File: src/hdl/bounded_integer_set_table_defines.svh
// assertion macros shared by the set table rtl
`ifndef BOUNDED_INTEGER_SET_TABLE_DEFINES_SVH
`define BOUNDED_INTEGER_SET_TABLE_DEFINES_SVH

// condition that must hold at every clock edge out of reset
`define BIST_ASSERT_ALWAYS(label, cond, msg) \
    label: assert property (@(posedge clk) disable iff (!rst_n) (cond)) \
        else $error(msg);

// condition that must hold whenever the antecedent is seen
`define BIST_ASSERT_IMPL(label, ante, cons, msg) \
    label: assert property (@(posedge clk) disable iff (!rst_n) (ante) |-> (cons)) \
        else $error(msg);

`endif

File: src/hdl/bist_pkg.sv
// shared types and constants of the bounded integer set table
package bist_pkg;

    localparam int VALUE_W       = 32;
    localparam int CAP_W         = 7;
    localparam int OUT_W         = 7;
    localparam int DEPTH_DEFAULT = 64;
    localparam logic [CAP_W-1:0] CAP_RESET = 7'd64;

    // operation codes
    typedef enum logic [1:0] {
        OP_INSERT = 2'd0,
        OP_ERASE  = 2'd1,
        OP_QUERY  = 2'd2,
        OP_CLEAR  = 2'd3
    } op_t;

    // result status codes
    typedef enum logic [1:0] {
        ST_OK        = 2'd0,
        ST_NOT_FOUND = 2'd1,
        ST_FULL      = 2'd2
    } status_t;

    // operation token walking down the row of cells
    typedef struct packed {
        logic               vld;
        op_t                op;
        logic [VALUE_W-1:0] value;
        logic               full;
        logic               found;
    } tok_t;

    // entry handed from a cell to its lower neighbour on erase
    typedef struct packed {
        logic               req;
        logic [VALUE_W-1:0] data;
    } shift_t;

endpackage

File: src/hdl/bist_cell.sv
// one storage cell of the set table: holds one entry and passes the token on
module bist_cell #(
    parameter int DEPTH = bist_pkg::DEPTH_DEFAULT,
    parameter int IDX   = 0
) (
    input  logic                        clk,
    input  logic                        rst_n,
    input  logic                        advance,
    input  logic [$clog2(DEPTH+1)-1:0]  count,
    input  bist_pkg::tok_t              tok_in,
    input  logic [$clog2(DEPTH+1)-1:0]  pos_in,
    input  bist_pkg::shift_t            shift_in,
    output bist_pkg::tok_t              tok_out,
    output logic [$clog2(DEPTH+1)-1:0]  pos_out,
    output bist_pkg::shift_t            shift_out
);

    localparam int CW = $clog2(DEPTH + 1);
    localparam logic [CW-1:0] IDX_C = CW'(IDX);
    localparam logic [CW-1:0] POS_C = CW'(IDX + 1);

    bist_pkg::tok_t                  tok_reg;
    logic [CW-1:0]                   pos_reg;
    logic [bist_pkg::VALUE_W-1:0]    entry_reg;
    logic [bist_pkg::VALUE_W-1:0]    entry_next;
    logic                            live;
    logic                            hit;
    logic                            do_insert;

    // token and position move one cell per step
    always_ff @(posedge clk or negedge rst_n)
    begin
        if (!rst_n)
        begin
            tok_reg <= '0;
            pos_reg <= '0;
        end
        else if (advance)
        begin
            tok_reg <= tok_in;
            pos_reg <= pos_in;
        end
    end

    // compare against the held entry
    always_comb
    begin
        live      = IDX_C < count;
        hit       = tok_reg.vld && live && (entry_reg == tok_reg.value);
        do_insert = advance && tok_reg.vld && (tok_reg.op == bist_pkg::OP_INSERT)
                    && !tok_reg.found && !tok_reg.full && (IDX_C == count);
    end

    // pass the token on with match result folded in
    always_comb
    begin
        tok_out       = tok_reg;
        tok_out.found = tok_reg.found | hit;
        pos_out       = hit ? POS_C : pos_reg;
    end

    // later entries close the gap left by an erased one
    always_comb
    begin
        shift_out.req  = advance && tok_reg.vld && (tok_reg.op == bist_pkg::OP_ERASE)
                         && tok_reg.found && live;
        shift_out.data = entry_reg;
    end

    // entry update: append on insert, take the upper neighbour on erase
    always_comb
    begin
        entry_next = entry_reg;
        if (do_insert)
        begin
            entry_next = tok_reg.value;
        end
        else if (shift_in.req)
        begin
            entry_next = shift_in.data;
        end
    end

    always_ff @(posedge clk)
    begin
        entry_reg <= entry_next;
    end

endmodule

File: config.mk
export PLATFORM = sky130hd
export DESIGN_NAME = bist_cell
export DESIGN_NICKNAME = d
export VERILOG_FILES = /design/src/hdl/bounded_integer_set_table_defines.svh /design/src/hdl/bist_pkg.sv /design/src/hdl/bist_cell.sv
export SDC_FILE = /design/constraint.sdc
export NUM_CORES = 1
export LEC_CHECK = 0
export BUFFER_PORTS_ARGS = -buffer_cell sky130_fd_sc_hd__buf_2
export CORE_MARGIN = 2
export CORE_UTILIZATION = 35
export DETAILED_ROUTE_END_ITERATION = 7
export PLACE_DENSITY_LB_ADDON = 0.15
export SLEW_MARGIN = 20
export SYNTH_ARGS = -nofsm -noshare
export SYNTH_HDL_FRONTEND = slang
export SYNTH_SLANG_ARGS = --single-unit
File: constraint.sdc
create_clock -name clk -period 2 [get_ports clk]
set_input_delay 0.1 -clock clk [delete_from_list [all_inputs] [get_ports clk]]
set_output_delay 0.1 -clock clk [all_outputs]
set_load 0.01 [all_outputs]
==> run metrics, run 1 <==
outcome complete, but fails checks; violated checks setup timing; share of cells above drive strength 1 60.62%; max FFs per register 36; GRT overflow 0; Seq/Total Area, Yosys 53.25%; Placeable Area between 10,000 and 15,000 um^2; Final WS setup -0.07166 ns; Final HPWL DP about 6900 um; number of flops mapped to enable cells by yosys 32; fin crit share 103.6%; clock skew roughly 0.011 ns; Mapped Nets roughly 370; worst hold path class input port to flip-flop; CP max FO 2; Worst Path Required roughly 1.9 ns; vias between 2,000 and 3,000; RR Startpoint tok_out[1]; gr usage total between 10% and 20%; first-pass iteration count of the detailed router 4; total CTS buffers 9; post-synthesis area per instance 13.88 um^2; worst vdd ir ~0.00042 V; largest net degree at the start of global routing between 50 and 60; placed cell area approximately 4700 um^2; row cnt 38; asr flop ratio synth slightly below 60%; Layout Nets about 570; Worst Min Path Start pos_in[0]; RSZ-0062 raised after global routing yes; fin area between 5000 and 6000 um^2; Worst-Margin Slew 0.6795 ns; fin util 51.33%; Yosys reg bits between 70 and 80; Setup TNS -0.2546 ns; crit path launch type flip-flop; Distinct cells, synth 27; Max Cap Viol 0; CTS tree done; post-route insts no fill around 630; Mapped Cells 279; crit path from entry_reg[28]; ANT nets after route 0; crit path kind flip-flop to primary output; GPL Wtd Cong ~0.71; final hold vios 0; fmax roughly 480 MHz; total power a little over 4 mW; total die area around 12,000 um^2; final WL approximately 9600 um; final setup vio count 8; # DRC 0; vias in the first global route roughly 2,900; Worst setup EP type primary output; H-tree depth 3; clk_lat worst skew roughly 0.34 ns; IO Pins roughly 160; worst hold margin approximately 0.021 ns; Placed Cells roughly 550; Initial DRC Count 134; Leak 2.632 nW; CTS sink cnt 76; DR vias/cell 4.458; initial antenna violation count 0; Worst EP arrival approximately 2 ns; CTS Buffer Depth 2; Synth Warn # 0; number of diodes 0; area added between synthesis and finish 43.68%; power per cell area roughly 730 nW/um^2; first-pass GRT wire length 14,570 um; initial core utilization a little over a third; Avg WL per Cell 15.33 um; Cell Area, Synth between 3000 and 4000 um^2; predominant post-synthesis flop cell dfrtp_1; Final Max Slew Viols 0; CTS root buffer clkbuf_8; Reg clk slew, reported paths roughly 0.090 ns; worst relative slew slack 54.70%; final worst path period need 2.072 ns; Vert. Die Dim around 110 um; Die W between 100 and 150 um; Setup WS pre-CTS approximately 0.066 ns; PortBufs 163
[routing by layer]
| metal | GRT usage (%) | wire length (um) | vias to the layer above |
|---|---|---|---|
| li1 | - | - | 1354 |
| met5 | 0 | 0 | - |
| met4 | 6.510 | 195 | 0 |
| met3 | 4.124 | 656 | 16 |
| met2 | 27.02 | 4542 | 102 |
| met1 | 20.61 | 4185 | 1314 |
[cell families after synthesis]
group                  count (synthesis)  synth area share [%]
XOR/XNOR                              32                 7.238
AO/OA/AOI/OAI                         16                 2.391
multiplexers                          68                 22.58
buffers and inverters                 55                 9.402
flip-flops                            76                 53.25
AND/OR/NAND/NOR                       32                 5.138
[cell usage after synthesis, drive strengths merged, types with 3 or more instances]
library cell  count  area (um^2)
xor2             27        236.5
nand3             3        27.53
mux2             68        874.6
inv               8        30.03
nand2            10        37.54
dfrtp            44         1101
clkbuf            7        26.28
buf              40        307.8
nor4              7        58.81
o21ai             8        40.04
edfxtp           32        960.9
a31oi             6        37.54
xnor2             5        43.79
nor3              3        15.01
[where the power goes]
part	total (mW)	switching, mW	internal (mW)	leakage (nW)
Clock	1.35	0.578	0.773	0.112
Sequential	1.90	0.121	1.78	0.831
Combinational	0.802	0.353	0.449	1.69
Total	4.05	1.05	3.00	2.63
[worst max-delay path, cell delays in order (launching register included)]
cell,delay [ns]
edfxtp_1,0.44
xnor2_2,0.15
nand4_1,0.20
or3_4,0.39
o31ai_2,0.25
buf_2,0.18
[placed cells by master, fill, tap and decap left out, types with 5 or more instances in the layout]
master,count
buf_2,163
xor2_1,27
mux2_4,29
buf_4,26
dlygate4sd3_1,44
nor4_2,5
edfxtp_1,32
inv_1,8
a31oi_1,6
clkbuf_8,11
dfrtp_1,44
mux2_2,39
nand2_1,10
o21ai_0,8
[timing repair]
item                       in CTS  in global routing
pin swaps                       5                 11
hold endpoints to repair       70                  0
gates resized for setup        14                  2
setup buffers                  12                  4
hold buffers                   44                  0
setup endpoints to repair       8                  8
[worst paths after layout]
check                                end  slack (ns)  depth (start not counted)
hold reg to reg               pos_reg[5]        0.54                          2
setup reg to reg           entry_reg[14]        0.29                          5
min in group asynchronous    tok_out[31]        0.32                          2
hold / removal                pos_reg[0]        0.02                          3
max in group asynchronous    tok_out[12]        1.06                          3
setup / recovery              tok_out[0]       -0.07                          5
[area by class of cell]
cell class | count | area, um^2
Tap cell | 140 | 175.2
Sequential cell | 76 | 2062
Multi-Input combinational cell | 148 | 1530
Clock inverter | 5 | 83.83
Inverter | 8 | 30.03
Fill cell | 980 | 5276
Clock buffer | 11 | 151.4
Timing Repair Buffer | 237 | 1531
Note: power is estimated with default switching activity, not from simulation.
==> run 2: changes to the inputs <==
--- a/config.mk
+++ b/config.mk
@@ -7,7 +7,7 @@
 export LEC_CHECK = 0
 export BUFFER_PORTS_ARGS = -buffer_cell sky130_fd_sc_hd__buf_2
 export CORE_MARGIN = 2
-export CORE_UTILIZATION = 35
+export CORE_UTILIZATION = 30
 export DETAILED_ROUTE_END_ITERATION = 7
 export PLACE_DENSITY_LB_ADDON = 0.15
 export SLEW_MARGIN = 20
==> run metrics, run 2 (same netlist as run 1, synthesis figures left out) <==
Placed Cells 576 (was 549); first-pass iteration count of the detailed router 4 (unchanged); initial antenna violation count 0 (unchanged); power per cell area 792.7 nW/um^2 (was 727.8 nW/um^2); internal power 3.281 mW (was 2.997 mW); worst hold stages 3 (unchanged); placed cell area 4695 um^2 (was 4692 um^2); Die W 117.6 um (was 109.2 um); Avg WL per Cell 15.45 um (was 15.33 um); final WL 9808 um (was 9580 um); fin crit share 104.1% (was 103.6%); fin util 43.49% (was 51.33%); most frequent cells in the layout buf_2, dfrtp_1, mux2_2 (was buf_2, dlygate4sd3_1, dfrtp_1); CTS root buffer clkbuf_16 (was clkbuf_8); largest net degree at the start of global routing 53 (unchanged); clock share of power 38.9% (was 33.4%); Reg2Reg Depth 5 (unchanged); worst vdd ir 0.0003234 V (was 0.0004209 V); max FFs per register 36 (unchanged); Worst EP arrival 1.98 ns (was 1.97 ns); initial core utilization 30.69% (was 35.72%); final setup vio count 8 (unchanged); fin area 5488 um^2 (was 5564 um^2); Worst Path Required 1.90 ns (about the same); Worst Min Path Start pos_in[5] (was pos_in[0]); # DRC 0 (unchanged); PortBufs 163 (unchanged); gr usage total 14.50% (was 16.39%); Worst-Margin Slew 0.6328 ns (was 0.6795 ns); crit path launch type flip-flop (unchanged); CTS sink cnt 76 (unchanged); crit path kind flip-flop to primary output (unchanged); RR Startpoint tok_out[1] (unchanged); CTS Buffer Depth 2 (unchanged); clock skew 0.006001 ns (was 0.01134 ns); CP max FO 4 (was 2); worst hold path class input port to flip-flop (unchanged); row cnt 41 (was 38); ANT nets after route 0 (unchanged); Max Cap Viol 0 (unchanged); commonest non-fill, non-tap cell in the layout buf_2 (unchanged); Met1 Routed Length 4152 um (was 4185 um); Leak 2.571 nW (was 2.632 nW); RSZ-0062 raised after global routing yes (unchanged); Initial DRC Count 94 (was 134); r2r endpoint entry_reg[4] (was entry_reg[14]); post-route insts no fill 635 (was 625); violated checks setup timing (unchanged); fmax 480.5 MHz (was 482.7 MHz); number of diodes 0 (unchanged); combinational power share 17.4% (was 19.8%); Final HPWL DP 7258 um (was 6881 um); DR vias/cell 4.285 (was 4.458); vias 2,721 (was 2,786); first-pass GRT wire length 15,630 um (was 14,570 um); total die area 13,830 um^2 (was 11,920 um^2); area added between synthesis and finish 41.71% (was 43.68%); final worst path period need 2.081 ns (was 2.072 ns); setup slack, reg-to-reg 0.32 ns (was 0.29 ns); Final Max Slew Viols 0 (unchanged); final hold vios 0 (unchanged); Reg clk slew, reported paths 0.06 ns (was 0.09 ns); P_sw 1.070 mW (was 1.053 mW); GPL Wtd Cong 0.7286 (was 0.7087); GRT overflow 0 (unchanged); CTS tree done (unchanged); total CTS buffers 9 (unchanged); met2 WL 4737 um (was 4542 um); Switching Share 24.59% (was 25.99%); worst relative slew slack 57.82% (was 54.70%); Vert. Die Dim 117.6 um (was 109.2 um); met3 WL post-DR 819 um (was 656 um); H-tree depth 3 (unchanged); Placeable Area 12,620 um^2 (was 10,840 um^2); Final WS setup -0.08137 ns (was -0.07166 ns); Worst setup EP type primary output (unchanged); outcome complete, but fails checks (unchanged); hold endpoint pos_reg[5] (was pos_reg[0]); clk_lat worst skew 0.33 ns (was 0.34 ns); Reg power frac 43.8% (was 46.8%); Layout Nets 545 (was 567); uppermost layer routed met4 (unchanged); IO Pins 164 (unchanged); share of cells above drive strength 1 61.34% (was 60.62%); vias in the first global route 2,918 (was 2,853); total power 4.350 mW (was 4.050 mW)
-- run 2: repair_timing --
item,4_1_cts,5_1_grt
setup buffers,8,4
hold endpoints to repair,49,2
resized for setup,14,3
setup endpoints to repair,8,8
hold buffers,29,2
pin swaps,10,7
-- run 2: cell type report --
cell class / instances / area (um^2)
multi-input combinational: 148 / 1536
fill: 1227 / 7132
sequential: 76 / 2062
clock buffer: 11 / 232.7
clock inverter: 5 / 77.57
tap: 172 / 215.2
timing repair buffer: 215 / 1334
inverter: 8 / 30.03
-- run 2: worst max path at each step --
| stage | start | endpoint | slack [ns] | cells after the start |
|---|---|---|---|---|
| after global placement | tok_out[32] | pos_out[4] | 0.05 | 6 |
| after detailed placement | count[2] | entry_reg[5] | 0.06 | 7 |
| final | tok_out[14] | pos_out[0] | -0.08 | 5 |
| after global routing | entry_reg[28] | pos_out[0] | -0.16 | 5 |
| after floorplan | count[2] | entry_reg[0] | 0.17 | 5 |
| after CTS | tok_out[10] | tok_out[0] | -0.11 | 6 |
-- run 2: metrics by stage --
stage	worst slack, ns	hold slack, ns	TNS, ns
finish	-0.08137	0.008236	-0.4646
global route	-0.1603	0.0004671	-0.9473
CTS	-0.1066	0.0001191	-0.3694
detailed placement	0.06130	0.1078	0
global placement	0.04673	0.1156	0
floorplan	0.1671	-0.1956	0
-- run 2: worst max-delay path, cell delays in order (launching register included) --
cell,delay (ns)
dfrtp_1,0.42
xor2_1,0.18
nor3_1,0.46
nand3_2,0.16
o31ai_2,0.26
buf_2,0.18
-- run 2: power groups by stage --
| stage | Combinational, mW | Sequential [mW] | Clock, mW |
|---|---|---|---|
| finish | 0.756 | 1.90 | 1.69 |
| global route | 0.826 | 1.93 | 1.82 |
| CTS | 0.754 | 1.91 | 1.75 |
| detailed placement | 0.658 | 1.94 | 0 |
| global placement | 0.653 | 1.94 | 0 |
| floorplan | 0.414 | 1.93 | 0 |
-- run 2: routing by layer --
layer  up-vias  global-route usage [%]
li1       1314                       -
met1      1298                   17.46
met2       101                   24.38
met3         8                   5.572
met4         0                   3.614
met5         -                       0
